==> src/rtl/smf_pkg.sv <==
// ----------------------------------------------------------------------------
// smf_pkg
// Shared types and codes for the slotted message FIFO: request and response
// payloads, status codes and the controller/datapath interface structs.
// ----------------------------------------------------------------------------
package smf_pkg;

	// Default geometry of the ring
	localparam int NUM_SLOTS_DEF  = 8;
	localparam int SLOT_BYTES_DEF = 64;

	// Fixed field widths
	localparam int LEN_W = 7;
	localparam int OCC_W = 4;
	localparam int STS_W = 3;

	// Request commands
	localparam logic CMD_WRITE = 1'b0;
	localparam logic CMD_READ  = 1'b1;

	// Response status codes
	localparam logic [STS_W-1:0] ST_RD_DATA  = 3'd0;
	localparam logic [STS_W-1:0] ST_WR_DONE  = 3'd1;
	localparam logic [STS_W-1:0] ST_WR_FULL  = 3'd2;
	localparam logic [STS_W-1:0] ST_RD_EMPTY = 3'd3;
	localparam logic [STS_W-1:0] ST_WR_TRUNC = 3'd4;

	typedef struct packed {
		logic             cmd;
		logic [7:0]       data_byte;
		logic             last_byte;
		logic [LEN_W-1:0] read_limit;
	} req_item_t;

	typedef struct packed {
		logic [STS_W-1:0] status;
		logic [7:0]       out_byte;
		logic             byte_valid;
		logic             last;
		logic [LEN_W-1:0] length;
		logic [OCC_W-1:0] occupancy;
		logic             ring_empty;
		logic             ring_full;
	} rsp_item_t;

	// Controller to datapath commands
	typedef struct packed {
		logic wr_accept;   // write request transfer
		logic rd_accept;   // read request transfer
		logic len_take;    // latch clipped read length
		logic byte_issue;  // read next byte from slot memory
		logic byte_emit;   // move fetched byte to the response register
	} smf_ctl_t;

	// Datapath to controller status
	typedef struct packed {
		logic out_free;    // response register can take a new result
		logic ring_empty;  // no committed slot
		logic len_zero;    // clipped read length is zero
		logic issue_done;  // all bytes of the read fetched
		logic emit_last;   // next emitted byte ends the message
	} smf_sts_t;

endpackage

==> src/rtl/smf_ctrl.sv <==
// ----------------------------------------------------------------------------
// smf_ctrl
// Sequencer for the slotted message FIFO. Accepts requests while idle and
// the response register is free, and steps a read through the length clip
// and the byte stream.
// ----------------------------------------------------------------------------
module smf_ctrl (
	input  logic            clk,
	input  logic            arst_n,
	input  logic            req_valid,
	input  logic            req_cmd,
	output logic            req_ready,
	input  smf_pkg::smf_sts_t sts,
	output smf_pkg::smf_ctl_t ctl
);
	import smf_pkg::*;

	typedef enum logic [1:0] {
		S_IDLE,
		S_LEN,
		S_STREAM
	} state_t;

	state_t state_q, state_d;
	logic   pend_q, pend_d;

	// Decode commands from state and handshakes
	always_comb begin
		ctl       = '0;
		state_d   = state_q;
		pend_d    = pend_q;
		req_ready = 1'b0;
		case (state_q)
			S_IDLE: begin
				req_ready = sts.out_free;
				if (req_valid && sts.out_free) begin
					if (req_cmd == CMD_WRITE) begin
						ctl.wr_accept = 1'b1;
					end else begin
						ctl.rd_accept = 1'b1;
						if (!sts.ring_empty) begin
							state_d = S_LEN;
						end
					end
				end
			end
			S_LEN: begin
				if (sts.out_free) begin
					ctl.len_take = 1'b1;
					pend_d       = 1'b0;
					state_d      = sts.len_zero ? S_IDLE : S_STREAM;
				end
			end
			S_STREAM: begin
				ctl.byte_emit  = pend_q && sts.out_free;
				ctl.byte_issue = !sts.issue_done && (!pend_q || ctl.byte_emit);
				if (ctl.byte_issue) begin
					pend_d = 1'b1;
				end else if (ctl.byte_emit) begin
					pend_d = 1'b0;
				end
				if (ctl.byte_emit && sts.emit_last) begin
					state_d = S_IDLE;
				end
			end
			default: begin
				state_d = S_IDLE;
			end
		endcase
	end

	// Hold state and the fetched-byte flag
	always_ff @(posedge clk or negedge arst_n) begin
		if (!arst_n) begin
			state_q <= S_IDLE;
			pend_q  <= 1'b0;
		end else begin
			state_q <= state_d;
			pend_q  <= pend_d;
		end
	end

endmodule

==> config.mk <==
export PLATFORM = sky130hd
export DESIGN_NAME = smf_ctrl
export DESIGN_NICKNAME = d
export VERILOG_FILES = /design/src/rtl/smf_pkg.sv /design/src/rtl/smf_ctrl.sv
export SDC_FILE = /design/constraint.sdc
export NUM_CORES = 1
export LEC_CHECK = 0
export ABC_AREA = 1
export ABC_CLOCK_PERIOD_IN_PS = 3000
export BUFFER_PORTS_ARGS = -buffer_cell sky130_fd_sc_hd__clkbuf_2
export CORE_AREA = 2 2 39 41
export CTS_CLUSTER_SIZE = 25
export DETAILED_ROUTE_END_ITERATION = 7
export DIE_AREA = 0 0 41 43
export SLEW_MARGIN = 30
export SYNTH_ARGS = -nofsm -noshare
export SYNTH_HDL_FRONTEND = slang
export SYNTH_SLANG_ARGS = --single-unit
==> constraint.sdc <==
create_clock -name clk -period 3 [get_ports clk]
set_input_delay 0.6 -clock clk [delete_from_list [all_inputs] [get_ports clk]]
set_output_delay 0.6 -clock clk [all_outputs]
set_load 0.01 [all_outputs]
# After elaboration in Yosys (flattened, before gate mapping)
# Index checks and enable logic that the tools add are counted.
totals:
  register_bits: 3
  in_bits: 9
  output_inout_bits: 6
  wordCells: 40
op_classes:
  n_eq_ne: 8
  mux: 19
  n_reduce_logical: 11
op_table:
  columns: ["cell", "count"]
  rows:
  - ["$mux 2", 9]
  - ["$ne 2x2->1 const B", 5]
  - ["$mux 1", 8]
  - ["$pmux 2 s3", 1]
  - ["$reduce_and 5->1", 1]
  - ["$logic_and 1x1->1", 4]
  - ["$ne 3x3->1 const B", 1]
  - ["$reduce_and 3->1", 1]
  - ["$eq 2x1->1 const B", 1]
  - ["$eq 2x2->1 const B", 1]
  - ["$logic_not 1->1", 2]
  - ["$logic_not 2->1", 1]
  - ["$pmux 1 s2", 1]
  - ["$reduce_bool 2->1", 1]
  - ["$logic_or 1x1->1", 1]

# Longest topological paths before layout
depth:
  ltp_word: 5
  depth_mapped: 6
  depth_no_buf: 6

# Least setup slack after synthesis
# Ideal clock, no wire load.
synth_timing:
  path_type: "in2out"
  from: "input port sts[4] (netlist bit)"
  to: "output port ctl[1] (netlist bit)"
  arrival_time_ns: 0.993
  required_ns: 2.400
  path_slack_ns: 1.407
  stages: 4
  n_path_buf: 1
  path_cell_list: "inv_1 > a21o_1 > nor2_1 > buf_4"
synth_rtl:
  columns: ["item", "line", "rtl"]
  rows:
  - ["start: declaration", "smf_ctrl.sv:13", "input smf_pkg::smf_sts_t sts,"]
  - ["end: declaration", "smf_ctrl.sv:14", "output smf_pkg::smf_ctl_t ctl"]

==> out/qor.csv <==
stage,metric,value,unit
outcome,status,completed,
clock_network,cts_tree,done,
synthesis,syn_avg_cell_area,6.19,µm²
timing,finalMaxSlewViolations,0,
drt,drt_iter0_markers,5,
synthesis,ys_ff_latch,3,
worst_setup_path,reg2reg_to,state_q[1],
clock_network,cts_setup_buffers,0,
timing,fin_crit,1.82,ns
drt,ant_nets,0,
clock_network,clockBufferDepth,2,
timing,hold_viol_final,0,
drt,drc_errors,0,
worst_setup_path,worstPathMaxFanout,6,
pwr,vdd_drop_max,0.000111,V
clock_network,clk_latency,0.23,ns
clock_network,clk_pin_slew_worst_paths,0.04,ns
floorplanning,fp.dieArea,0.00176,mm²
clock_network,postCtsHoldBufs,0,
worst_setup_path,crit_start,sts[4],
timing,setup_slack,1.18,ns
drt,via_count,268,
floorplanning,dieHeight,43,µm
clock_network,cts_made_buffers,3,
synthesis,ys_seq_area_share,31.9,%
worst_setup_path,critPathKind,input port to output pin,
global_route,grt_max_degree,7,
drt,wl_per_cell,7.45,µm
global_route,grtUsageTotal,7.44,%
layout,final_layout_size_suffix_gt1_share,36.4,%
drt,drt-total-wl,529,µm
floorplanning,start_util,17.0,%
synthesis,syn_nets,47,
floorplanning,num_io_pins,15,
layout,insertedDiodeCount,0,
pwr,cellLeakagePower,0.217,nW
timing,setup_viol,0,
global_route,antenna_found_initial,0,
synthesis,yosys_warnings,0,
worst_setup_path,worstSetupEndpoint,ctl[1],
global_route,overflow,0,
timing,rsz0062_at_grt,no,
worst_setup_path,rr_worst_depth,4,
layout,fin_cells,71,
global_route,grt_pass1_vias,229,
synthesis,syn_inst,38,
layout,fin_nets,65,
placed_design,place_inst,67,
timing,final.setup.tns,0,ns
clock_network,cts-resized-gates,0,
timing,tightest_slew,0.194,ns
clock_network,cts.sinks,3,
placed_design,dp_slack,1.18,ns
timing,fmax,549,MHz
global_route,grt_pass1_wl,793,µm
placed_design,gp_congestion,0.756,
worst_setup_path,r2r_setup_slack,2.05,ns
placed_design,place_hpwl,459,µm
drt,viasPerCell,3.77,
job,cap_violations,0,
floorplanning,die_x,41,µm
drt,drtPass1Iterations,4,
floorplanning,core_area,0.00138,mm²
clock_network,cts_htree_levels,1,
timing,relSlewSlack,87.0,%
timing,finalClockSkew,0.00451,ns
layout,syn2layout_area_growth,46.3,%
synthesis,synth_cell_types,13,
timing,fin_crit_sh,60.7,%
synthesis,synth_area,235,µm²
floorplanning,rows,14,
worst_setup_path,worst_setup_path_start_kind,input port,
worst_setup_path,regToRegStartpoint,state_q[0],
placed_design,portBuffers,14,
pwr,powerDensity,420,mW/mm²
worst_hold_path,holdCritPathClass,input port to async pin,
worst_setup_path,cp.required,2.40,ns
worst_setup_path,critPathArrivalTime,1.22,ns
worst_setup_path,end_kind,output pin,
clock_network,clk_root_buffer_cell,clkbuf_4,
## metal layers
metal | track usage [%] | vias to the layer above | part of all wire (%)
li1 | - | 150 | -
met1 | 7.12 | 109 | 44
met2 | 9.69 | 9 | 48
met3 | 6.28 | 0 | 8.3
met4 | 6.00 | 0 | 0
met5 | 0 | - | 0
## where the power goes
part,internal [mW],switching [mW],leakage [nW]
clock,0.0498,0.0205,0.0150
sequential,0.0440,0.00371,0.0407
combinational,0.0121,0.0143,0.162
total,0.106,0.0385,0.217
## cell usage after synthesis, drive strengths merged
master,number,area share [%]
o21ai,2,5.8
inv,9,14
buf,1,3.2
a21o,1,3.2
nand3b,1,3.2
nand3,6,13
nand2,8,13
dfrtp,3,32
nor3,1,2.1
nor2,6,11
## state kept, by name, summed over array words and instances (netlist names)
register and cells:
state_q 2, pend_q 1
## logic make-up (layout without fill, tap and decap cells)
family	after synthesis	after routing	synth area share (%)
AO/OA/AOI/OAI	3	3	9.04
buffers and inverters	10	27	17.6
flip-flops	3	3	31.9
AND/OR/NAND/NOR	22	22	41.5
## layout make-up
class	instances	area, µm²
Fill cell	164	1040
Multi-Input combinational cell	25	119
Clock buffer	4	26.3
Inverter	9	33.8
Sequential cell	3	75.1
Timing Repair Buffer	14	70.1
Tap cell	16	20.0
## worst min-delay path by stage
stage          depth (start not counted)   start  endpoint
4_1_cts                                1  arst_n    pend_q
5_1_grt                                1  arst_n    pend_q
3_5_place_dp                           1  arst_n    pend_q
2_1_floorplan                          0  arst_n    pend_q
3_3_place_gp                           1  arst_n    pend_q
6_report                               1  arst_n    pend_q
## critical path: stages
cell      delay (ns)
clkbuf_2        0.14
inv_1           0.08
a21o_1          0.18
nor2_1          0.09
clkbuf_2        0.13
## layout by cell type (no fill, tap or decap)
| cell type | Yosys | layout |
|---|---|---|
| inv_2 | 1 | 1 |
| dfrtp_1 | 3 | 3 |
| clkbuf_1 | 0 | 1 |
| nand2_1 | 8 | 8 |
| a21o_1 | 1 | 1 |
| nor2_2 | 1 | 1 |
| nor3_1 | 1 | 1 |
| nand3_1 | 6 | 6 |
| o21ai_2 | 1 | 1 |
| o21ai_0 | 1 | 1 |
| nand3b_1 | 1 | 1 |
| inv_1 | 8 | 8 |
| nor2_1 | 5 | 5 |
| clkbuf_4 | 0 | 3 |
| clkbuf_2 | 0 | 14 |
## stage by stage
step           util, %  cell area (µm²)  power, mW  hold WS [ns]
2_1_floorplan        -              235     0.0629         0.304
3_3_place_gp      23.0              318     0.0746         0.398
3_5_place_dp      23.0              318     0.0752         0.398
4_1_cts           24.9              344      0.149         0.147
5_1_grt           24.9              344      0.158         0.144
6_report          24.9              344      0.144         0.154
(Power assumes the default switching activity.)
