$ cat src/rtl/smf_pkg.sv
// ----------------------------------------------------------------------------
// smf_pkg
// Shared types and codes for the slotted message FIFO: request and response
// payloads, status codes and the controller/datapath interface structs.
// ----------------------------------------------------------------------------
package smf_pkg;

	// Default geometry of the ring
	localparam int NUM_SLOTS_DEF  = 8;
	localparam int SLOT_BYTES_DEF = 64;

	// Fixed field widths
	localparam int LEN_W = 7;
	localparam int OCC_W = 4;
	localparam int STS_W = 3;

	// Request commands
	localparam logic CMD_WRITE = 1'b0;
	localparam logic CMD_READ  = 1'b1;

	// Response status codes
	localparam logic [STS_W-1:0] ST_RD_DATA  = 3'd0;
	localparam logic [STS_W-1:0] ST_WR_DONE  = 3'd1;
	localparam logic [STS_W-1:0] ST_WR_FULL  = 3'd2;
	localparam logic [STS_W-1:0] ST_RD_EMPTY = 3'd3;
	localparam logic [STS_W-1:0] ST_WR_TRUNC = 3'd4;

	typedef struct packed {
		logic             cmd;
		logic [7:0]       data_byte;
		logic             last_byte;
		logic [LEN_W-1:0] read_limit;
	} req_item_t;

	typedef struct packed {
		logic [STS_W-1:0] status;
		logic [7:0]       out_byte;
		logic             byte_valid;
		logic             last;
		logic [LEN_W-1:0] length;
		logic [OCC_W-1:0] occupancy;
		logic             ring_empty;
		logic             ring_full;
	} rsp_item_t;

	// Controller to datapath commands
	typedef struct packed {
		logic wr_accept;   // write request transfer
		logic rd_accept;   // read request transfer
		logic len_take;    // latch clipped read length
		logic byte_issue;  // read next byte from slot memory
		logic byte_emit;   // move fetched byte to the response register
	} smf_ctl_t;

	// Datapath to controller status
	typedef struct packed {
		logic out_free;    // response register can take a new result
		logic ring_empty;  // no committed slot
		logic len_zero;    // clipped read length is zero
		logic issue_done;  // all bytes of the read fetched
		logic emit_last;   // next emitted byte ends the message
	} smf_sts_t;

endpackage

$ cat src/rtl/smf_dp.sv
// ----------------------------------------------------------------------------
// smf_dp
// Datapath of the slotted message FIFO: ring pointers, fill tracking, slot
// byte and length memories, read stream counters and the response register.
// ----------------------------------------------------------------------------
module smf_dp #(
	parameter int NUM_SLOTS  = smf_pkg::NUM_SLOTS_DEF,
	parameter int SLOT_BYTES = smf_pkg::SLOT_BYTES_DEF
) (
	input  logic              clk,
	input  logic              arst_n,
	input  smf_pkg::req_item_t req,
	input  smf_pkg::smf_ctl_t  ctl,
	output smf_pkg::smf_sts_t  sts,
	input  logic              rsp_ready,
	output logic              rsp_valid,
	output smf_pkg::rsp_item_t rsp
);
	import smf_pkg::*;

	localparam int SLOT_W = $clog2(NUM_SLOTS);
	localparam int OFF_W  = (SLOT_BYTES > 1) ? $clog2(SLOT_BYTES) : 1;
	localparam int DEPTH  = NUM_SLOTS << OFF_W;
	localparam int CNT_W  = $clog2(NUM_SLOTS + 1);

	localparam logic [SLOT_W-1:0] LAST_SLOT = SLOT_W'(NUM_SLOTS - 1);
	localparam logic [CNT_W-1:0]  FULL_CNT  = CNT_W'(NUM_SLOTS);
	localparam logic [LEN_W-1:0]  SLOT_LEN  = LEN_W'(SLOT_BYTES);

	// Memories
	logic [7:0]       byte_mem [DEPTH];
	logic [LEN_W-1:0] len_mem  [NUM_SLOTS];

	// Control registers
	logic [SLOT_W-1:0] wr_idx_q, rd_idx_q;
	logic [CNT_W-1:0]  filled_q, filled_d;
	logic [LEN_W-1:0]  fill_off_q;
	logic              dropping_q, overflowed_q;
	logic              out_valid_q;
	logic [LEN_W-1:0]  rd_cnt_q, em_cnt_q;

	// Payload registers
	logic [SLOT_W-1:0] rd_slot_q;
	logic [LEN_W-1:0]  limit_q, len_rd_q, rd_len_q;
	logic [7:0]        byte_q;
	rsp_item_t         out_q, out_d;
	logic              out_load;

	logic              ring_full, ring_empty;
	logic              start_drop, drop_eff, fits, ovf_eff;
	logic              wr_commit, wr_store, rd_pop;
	logic [LEN_W-1:0]  off_inc, len_cap, len_clip;
	logic [STS_W-1:0]  wr_status;
	logic [SLOT_W-1:0] wr_idx_inc, rd_idx_inc;
	logic [CNT_W+OCC_W-1:0] occ_ext;

	assign ring_full  = filled_q >= FULL_CNT;
	assign ring_empty = filled_q == '0;

	// Write path decode
	assign start_drop = (fill_off_q == '0) && !overflowed_q && !dropping_q && ring_full;
	assign drop_eff   = dropping_q || start_drop;
	assign fits       = fill_off_q < SLOT_LEN;
	assign off_inc    = fits ? fill_off_q + 1'b1 : fill_off_q;
	assign ovf_eff    = overflowed_q || !fits;
	assign wr_store   = ctl.wr_accept && !drop_eff && fits;
	assign wr_commit  = ctl.wr_accept && !drop_eff && req.last_byte;
	assign wr_status  = ovf_eff ? ST_WR_TRUNC : ST_WR_DONE;
	assign rd_pop     = ctl.rd_accept && !ring_empty;

	assign wr_idx_inc = (wr_idx_q == LAST_SLOT) ? '0 : wr_idx_q + 1'b1;
	assign rd_idx_inc = (rd_idx_q == LAST_SLOT) ? '0 : rd_idx_q + 1'b1;

	// Clip stored length to slot size and reader limit
	assign len_cap  = (len_rd_q > SLOT_LEN) ? SLOT_LEN : len_rd_q;
	assign len_clip = (limit_q < len_cap) ? limit_q : len_cap;

	// Occupancy after this step
	always_comb begin
		filled_d = filled_q;
		if (wr_commit) begin
			filled_d = filled_q + 1'b1;
		end else if (rd_pop) begin
			filled_d = filled_q - 1'b1;
		end
	end
	assign occ_ext = {{OCC_W{1'b0}}, filled_d};

	// Build the next response
	always_comb begin
		out_d            = out_q;
		out_load         = 1'b0;
		out_d.out_byte   = '0;
		out_d.byte_valid = 1'b0;
		out_d.last       = 1'b1;
		out_d.occupancy  = occ_ext[OCC_W-1:0];
		out_d.ring_empty = filled_d == '0;
		out_d.ring_full  = filled_d >= FULL_CNT;
		if (ctl.wr_accept) begin
			out_load = 1'b1;
			if (drop_eff) begin
				out_d.status = ST_WR_FULL;
				out_d.length = '0;
			end else begin
				out_d.status = (req.last_byte || !fits) ? wr_status : ST_WR_DONE;
				out_d.length = off_inc;
			end
		end else if (ctl.rd_accept && ring_empty) begin
			out_load     = 1'b1;
			out_d.status = ST_RD_EMPTY;
			out_d.length = '0;
		end else if (ctl.len_take && (len_clip == '0)) begin
			out_load     = 1'b1;
			out_d.status = ST_RD_DATA;
			out_d.length = '0;
		end else if (ctl.byte_emit) begin
			out_load         = 1'b1;
			out_d.status     = ST_RD_DATA;
			out_d.out_byte   = byte_q;
			out_d.byte_valid = 1'b1;
			out_d.last       = (em_cnt_q + 1'b1) == rd_len_q;
			out_d.length     = rd_len_q;
		end
	end

	// Advance pointers, fill state and stream counters
	always_ff @(posedge clk or negedge arst_n) begin
		if (!arst_n) begin
			wr_idx_q     <= '0;
			rd_idx_q     <= '0;
			filled_q     <= '0;
			fill_off_q   <= '0;
			dropping_q   <= 1'b0;
			overflowed_q <= 1'b0;
			out_valid_q  <= 1'b0;
			rd_cnt_q     <= '0;
			em_cnt_q     <= '0;
		end else begin
			filled_q <= filled_d;
			if (ctl.wr_accept) begin
				if (drop_eff) begin
					dropping_q <= !req.last_byte;
				end else if (req.last_byte) begin
					wr_idx_q     <= wr_idx_inc;
					fill_off_q   <= '0;
					overflowed_q <= 1'b0;
				end else begin
					fill_off_q   <= off_inc;
					overflowed_q <= ovf_eff;
				end
			end
			if (rd_pop) begin
				rd_idx_q <= rd_idx_inc;
			end
			if (ctl.len_take) begin
				rd_cnt_q <= '0;
				em_cnt_q <= '0;
			end else begin
				if (ctl.byte_issue) begin
					rd_cnt_q <= rd_cnt_q + 1'b1;
				end
				if (ctl.byte_emit) begin
					em_cnt_q <= em_cnt_q + 1'b1;
				end
			end
			if (out_load) begin
				out_valid_q <= 1'b1;
			end else if (rsp_ready) begin
				out_valid_q <= 1'b0;
			end
		end
	end

	// Memories and payload registers
	always_ff @(posedge clk) begin
		if (wr_store) begin
			byte_mem[{wr_idx_q, fill_off_q[OFF_W-1:0]}] <= req.data_byte;
		end
		if (wr_commit) begin
			len_mem[wr_idx_q] <= off_inc;
		end
		if (rd_pop) begin
			len_rd_q  <= len_mem[rd_idx_q];
			rd_slot_q <= rd_idx_q;
			limit_q   <= req.read_limit;
		end
		if (ctl.len_take) begin
			rd_len_q <= len_clip;
		end
		if (ctl.byte_issue) begin
			byte_q <= byte_mem[{rd_slot_q, rd_cnt_q[OFF_W-1:0]}];
		end
		if (out_load) begin
			out_q <= out_d;
		end
	end

	assign sts.out_free   = !out_valid_q || rsp_ready;
	assign sts.ring_empty = ring_empty;
	assign sts.len_zero   = len_clip == '0;
	assign sts.issue_done = rd_cnt_q == rd_len_q;
	assign sts.emit_last  = (em_cnt_q + 1'b1) == rd_len_q;

	assign rsp_valid = out_valid_q;
	assign rsp       = out_q;

endmodule

$ cat config.mk
export PLATFORM = sky130hd
export DESIGN_NAME = smf_dp
export DESIGN_NICKNAME = d
export VERILOG_FILES = /design/src/rtl/smf_pkg.sv /design/src/rtl/smf_dp.sv
export SDC_FILE = /design/constraint.sdc
export NUM_CORES = 2
export LEC_CHECK = 0
export ABC_CLOCK_PERIOD_IN_PS = 5150
export BUFFER_PORTS_ARGS = -buffer_cell sky130_fd_sc_hd__buf_4
export CORE_AREA = 8 8 584 586
export CTS_CLUSTER_DIAMETER = 50
export DETAILED_ROUTE_END_ITERATION = 7
export DIE_AREA = 0 0 592 594
export GPL_TIMING_DRIVEN = 1
export PLACE_DENSITY_LB_ADDON = 0.15
export SYNTH_ARGS = -nofsm -noshare
export SYNTH_HDL_FRONTEND = slang
export SYNTH_MEMORY_MAX_BITS = 65536
export SYNTH_SLANG_ARGS = --single-unit
export TNS_END_PERCENT = 10
$ cat constraint.sdc
create_clock -name clk -period 5.15 [get_ports clk]
set_input_delay 1.03 -clock clk [delete_from_list [all_inputs] [get_ports clk]]
set_output_delay 1.03 -clock clk [all_outputs]
set_load 0.005 [all_outputs]
# Word-level counts from Yosys, hierarchy flattened

Memory sizes are Yosys's and may differ from the RTL's. A register that Yosys moved wholly into a read port is not among the register bits.
Cells that the tools add are included.

Magnitude comparators: 5
Multiplexer cells: 34
Bitwise gates (word level): 2
Add/subtract/negate cells: 7
Reduce and logical (&&, ||, !) cells: 34
Equality and inequality tests: 4

Operators by type and width:

| cell                                              | number |
|---|---|
| 2-to-1 mux 7 bit                                  | 12 |
| 2-to-1 mux 3 bit                                  | 8 |
| adder 7 x 1 -> 7 bit (second input constant)      | 3 |
| 2-to-1 mux 20 bit                                 | 1 |
| equality test 7 bit                               | 2 |
| logical NOT 7 bit                                 | 2 |
| 2-to-1 mux 1 bit                                  | 11 |
| logical AND 1 bit                                 | 9 |
| >= comparator 4 bit (second input constant)       | 2 |
| logical NOT 4 bit                                 | 2 |
| 2-to-1 mux 4 bit                                  | 2 |
| > comparator 7 bit (second input constant)        | 1 |
| logical NOT 1 bit                                 | 7 |
| < comparator 7 bit                                | 1 |
| < comparator 7 bit (second input constant)        | 1 |
| adder 3 x 1 -> 3 bit (second input constant)      | 2 |
| equality test 3 bit (second input constant)       | 2 |
| AND reduction 2 bit                               | 3 |
| nonzero test 2 bit                                | 3 |
| adder 4 x 1 -> 4 bit (second input constant)      | 1 |
| logical OR 1 bit                                  | 4 |
| nonzero test 4 bit                                | 1 |
| OR reduction 4 bit                                | 1 |
| subtractor 4 x 1 -> 4 bit (second input constant) | 1 |
| 3 further kinds                                   | 4 |

Bits in registers: 77
Output and inout port bits: 32
Word-level logic and storage cells: 108
Memories: 2
Input port bits: 25
RAM bits: 4152

Memory list:

| memory   | words | bits a word | read ports | clocked after Yosys merged registers in | write ports | line         | text |
|---|---|---|---|---|---|---|---|
| byte_mem | 512   | 8           | 1          | 1                                       | 1           | smf_dp.sv:31 | `logic [7:0] byte_mem [DEPTH];` |
| len_mem  | 8     | 7           | 1          | 1                                       | 1           | smf_dp.sv:32 | `logic [LEN_W-1:0] len_mem [NUM_SLOTS];` |

# Longest topological paths before layout

Depth after elaboration: 10
Depth in mapped cells: 15
Mapped depth without buffers: 11

# Worst setup path before layout

No wires, ideal clock.

Path type: reg-to-reg
From: reg fill_off_q[0]
To: mem byte_mem[10][0], enable pin
Buffers on the path: 2
Data required time: 4.780 ns
Data arrival time: 3.067 ns
Stages on the path, launching flop included: 11
Library setup time: 0.370 ns
Slack: 1.712 ns
Period minus slack after synthesis: 3.438 ns
Path through: dfrtp_1 inv_1 ha_1 or3b_2 clkbuf_1 nor3_1 or3b_1 nor4_1 nand2_1 clkbuf_1 nor2_1

Longest elaborated chain between the ends: 10
Elaborated cells on any way between the ends: 11
Those cells by class: order compare (1); mux (2); reduce/logical (8)

Ends and longest elaborated chain:

| item                                   | line          | text |
|---|---|---|
| from (decl)                            | smf_dp.sv:37  | `logic [LEN_W-1:0] fill_off_q;` |
| from (signal assigned)                 | smf_dp.sv:148 | `fill_off_q <= off_inc;` |
| logical NOT 7 bit                      | smf_dp.sv:61  | `assign start_drop = (fill_off_q == '0) && !overflowed_q && !dropping_q && ring_full;` |
| logical AND 1 bit (3 in a row)         | smf_dp.sv:61  |  |
| logical OR 1 bit                       | smf_dp.sv:62  | `assign drop_eff = dropping_q \|\| start_drop;` |
| logical NOT 1 bit                      | smf_dp.sv:66  | `assign wr_store = ctl.wr_accept && !drop_eff && fits;` |
| logical AND 1 bit (2 in a row)         | smf_dp.sv:66  |  |
| 2-to-1 mux 1 bit                       | smf_dp.sv:176 | `if (wr_store) begin` |
| 2-to-1 mux 1 bit (not written as such) | smf_dp.sv:177 | `byte_mem[{wr_idx_q, fill_off_q[OFF_W-1:0]}] <= req.data_byte;` |
| to (decl)                              | smf_dp.sv:31  |  |

Several ways; a longest one is shown, not always the timed one.

==> results by group <==
Routing
  • Residual DRC: 0
  • Wire length per cell: about 35 µm
  • Antenna viol nets, final: 0
  • Via/cell ratio: around 6.3
  • WL final: 442 mm
  • Drt initial violations: between 10000 and 15000
  • Vias after detailed routing: ~80000
  • Drt pass-1 iters: 5

Clock network
  • H-tree depth: 5
  • Root Buffer Master: clkbuf_16
  • CTS buffer count: 467
  • Clock-pin slew on the worst setup and hold paths: about 0.06 ns
  • Worst skew pair latency: approximately 0.99 ns
  • Clock Path Buffers: 4
  • CTS tree: done
  • CTS Sinks: 4244

Cells and area
  • Final Non-Filler Cells: roughly 13000
  • Area grow syn2layout: 13.9%
  • Area of the multi-input gates: 35400 µm²
  • Fin area: approximately 190000 µm²
  • Ratio of cells with drive above 1 in the final layout: between 20% and 30%
  • Filler instances: roughly 24000
  • Final Net Count: just under 8000
  • Reg area: around 130000 µm²

Pwr
  • Clk pwr share: a little over two fifths
  • Flop pwr share: between 40% and 50%
  • Sw power: 18.8 mW
  • Internal power: roughly 61 mW
  • Leak: 58.2 nW
  • Final Power: slightly below 80 mW
  • Net Sw Frac: 23.7%
  • Comb pwr share: a little under a tenth
  • Max rail drop VDD: roughly 0.32 mV
  • Pwr Density: ~420 nW/µm²

Global route
  • GRT Util Overall: about a quarter
  • M1 GR Usage: between 30% and 40%
  • GR Util met3: around 4.7%
  • First-pass GRT wire length: 622 mm
  • GRT Max-Usage Layer: met2
  • M2 GR Usage: 38.8%
  • Initial antenna violation count: 27
  • Largest net degree at the start of global routing: ~150
  • Gr ovfl total: 0
  • Vias in the first global route: between 80000 and 90000

Setup path
  • Setup CP Type: register to register
  • Worst path arrival time: between 5 and 6 ns
  • CP Data Required Time: approximately 5.8 ns
  • Worst path slowest cell: dfrtp_4
  • Worst Path Max Fanout: 28
  • Crit-path cells: buf_12 -> buf_12 -> buf_4 -> mux4_2 -> nand2_1 -> o21ai_0 -> o311ai_0 -> buf_4 -> o211ai_1 -> a21boi_0 -> buf_4 -> o21ai_1 -> o31ai_1
  • CP Capture Type: register
  • CP most frequent cell: buf_4
  • Crit. Startpoint: rd_cnt_q[0]
  • Worst r2r src: rd_cnt_q[0]
  • Critical path's largest stage delay: between 0.7 and 0.8 ns
  • Startpoint types: register

Placed design
  • Dpl hpwl: 264 mm
  • RePlAce Congestion: ~0.84
  • Placed instance area: roughly 170000 µm²
  • # port buffers: 55
  • # placed instances: about 12000

Synthesis
  • Number of synthesized register bits: around 4200
  • Post-synth EDFFs: between 4000 and 5000
  • Simple-gate share of the synthesized area: approximately 2.3%
  • XOR/XNOR share of the synthesized area: less than 1%
  • Area leader, netlist: edfxtp_1
  • Ys flop type: edfxtp_1
  • Yosys warns: 0
  • Register area share after synthesis: approximately 77%
  • Syn nets: 7504
  • Async set-reset flop share out of synthesis: 0.801%
  • Synth Area in Adders: 0.137%
  • Yosys cell types: 69
  • Mux cell area share after synthesis: 17.1%
  • Post-Syn Instances: ~7500
  • Synthesized area: between 150000 and 200000 µm²
  • Area contributors post-synth: edfxtp_1, mux4_2, nor2_1
  • Share of the synthesized area in the top cell type: between 70 and 80%
  • Compound-Gate Fraction of Synth Area: 1.64%
  • Syn avg cell area: 22.1 µm²
  • Largest family of logic cells by synthesized area: multiplexers

Run
  • Max_cap viols: 0

Die
  • Io pins: 57
  • Die Area: 352000 µm²
  • Die X-Extent: approximately 600 µm
  • Starting Density: 49.7%
  • Die Height: 594 µm
  • Core region area: 332000 µm²
  • Row count: between 200 and 250

Worst hold path
  • Worst hold path type: primary input to register
  • Hold wc startpoint: req[0]

Timing
  • RSZ-0062 raised after global routing: no
  • Hold Vio Cnt, Final: 0
  • Top achievable clock speed: between 200 and 250 MHz
  • TNS Setup: 0 ns
  • Slew Viols, Final: 0
  • Worst-margin pin slew: 1.28 ns
  • Final setup vio count: 0
  • Period utilisation layout: about nine tenths
  • Slew HR: 14.8%
  • Skew final: a little under 0.06 ns
  • Fin crit period: roughly 4.6 ns

Status
  • Status: completed
cell families (layout without fill, tap and decap cells):
logic type                 after synthesis  after routing
AOI/OAI and AO/OA                      403            403
adders and majority gates               18             18
other                                    0             10
xor gates and xnor gates                38             38
and+or+nand+nor                        904            904
muxes                                 1380           1380
buffers and inverters                  474           1261
DFF                                   4244           4244
cell usage in the layout, fill, tap and decap left out, drive strengths merged, types with 14 or more instances in the layout:
master / instances
nand2: 156
nor3: 23
a211oi: 14
edfxtp: 4210
o21ai: 100
a22oi: 49
xnor2: 25
nand3: 50
bufinv: 52
ha: 18
clkinv: 187
a221oi: 20
buf: 382
mux4: 1148
mux2i: 219
a21oi: 58
nor2: 587
o221ai: 29
dfrtp: 34
inv: 50
o22ai: 40
clkinvlp: 30
and2: 15
o211ai: 20
clkbuf: 559
per-layer routing:
metal	vias up	share of wire, %
met5	-	0.0029
li1	32221	-
met3	687	9.1
met4	2	3.4
met2	3771	47
met1	43197	40
worst paths after layout:
| path | slack [ns] | cells after the start | end |
|---|---|---|---|
| worst max-delay path | 0.53 | 13 | byte_q[7] |
| worst max register to register | 0.53 | 13 | byte_q[7] |
| min in group asynchronous | 0.58 | 2 | rd_idx_q[0] |
| worst min-delay path | 0.24 | 1 | limit_q[0] |
| max in group asynchronous | 4.12 | 2 | rd_cnt_q[5] |
| worst min register to register | 0.53 | 1 | rsp[22] |
worst max-delay path, delay by kind of cell (launching register included):
family | cells | cell delay, ns
AOI/OAI and AO/OA | 6 | 1.54
and+or+nand+nor | 1 | 0.08
buffers and inverters | 5 | 1.28
DFF | 1 | 0.78
muxes | 1 | 0.55
stage by stage:
stage / setup slack, ns / hold slack [ns] / util, %
floorplan: 1.71 / 0.451 / -
global placement: 0.600 / 0.509 / 51.9
detailed placement: 0.591 / 0.516 / 51.9
CTS: 0.561 / 0.158 / 56.6
global route: 0.458 / 0.191 / 56.6
finish: 0.527 / 0.237 / 56.6
sequential cells by signal, indices dropped and copies added (netlist names), 3 cells and up:
name,flops
em_cnt_q,7
rsp,26
len_rd_q,7
wr_idx_q,3
len_mem,56
rd_len_q,7
fill_off_q,7
byte_q,8
rd_slot_q,3
byte_mem,4096
limit_q,7
rd_cnt_q,7
rd_idx_q,3
filled_q,4
synth_stat cells (4+ instances only):
cell,n
nor4_1,9
o31ai_1,4
nor2b_1,12
a221oi_1,20
a211o_1,4
buf_2,106
o21ai_0,98
clkbuf_1,215
nand3_1,50
nand2b_1,8
o22ai_1,40
o311ai_0,5
and2_1,14
nand2_1,156
ha_1,18
buf_1,30
nand4_1,5
a31oi_1,6
a211oi_1,14
o21a_1,5
a21oi_1,58
mux2i_1,219
and3_1,12
dfrtp_1,34
a22o_1,9
nor3_1,23
inv_1,13
or3_1,8
nor2_1,587
a22oi_1,49
xnor2_1,25
o221ai_1,29
a2111oi_0,10
mux2_2,13
xor2_1,13
buf_4,82
buf_6,24
o211ai_1,20
nor3b_1,5
edfxtp_1,4210
mux4_2,1148
a21o_1,7
power by group through the flow:
stage / Sequential, mW / Combinational [mW] / Clock, mW
floorplan: 39.2 / 3.74 / 0
global placement: 39.4 / 7.13 / 0
detailed placement: 39.5 / 7.21 / 0
CTS: 38.7 / 7.23 / 33.9
global route: 38.8 / 7.50 / 35.1
finish: 38.7 / 7.22 / 33.4
area by class of cell:
| class | count | share of cell area [%] |
|---|---|---|
| clock buffer | 559 | 6.49 |
| inverter | 16 | 0.0373 |
| timing repair buffer | 383 | 2.18 |
| tap | 4387 | 2.92 |
| antenna | 10 | 0.0133 |
| sequential | 4244 | 67.8 |
| multi-input combinational | 2743 | 18.9 |
| clock inverter | 303 | 1.73 |
timing repair:
item	4_1_cts	5_1_grt
endpoints found under the hold margin	16	0
hold buffers	1	0
buffers inserted	0	0
gates resized for setup	0	0
Power figures use the tool's default switching activity.
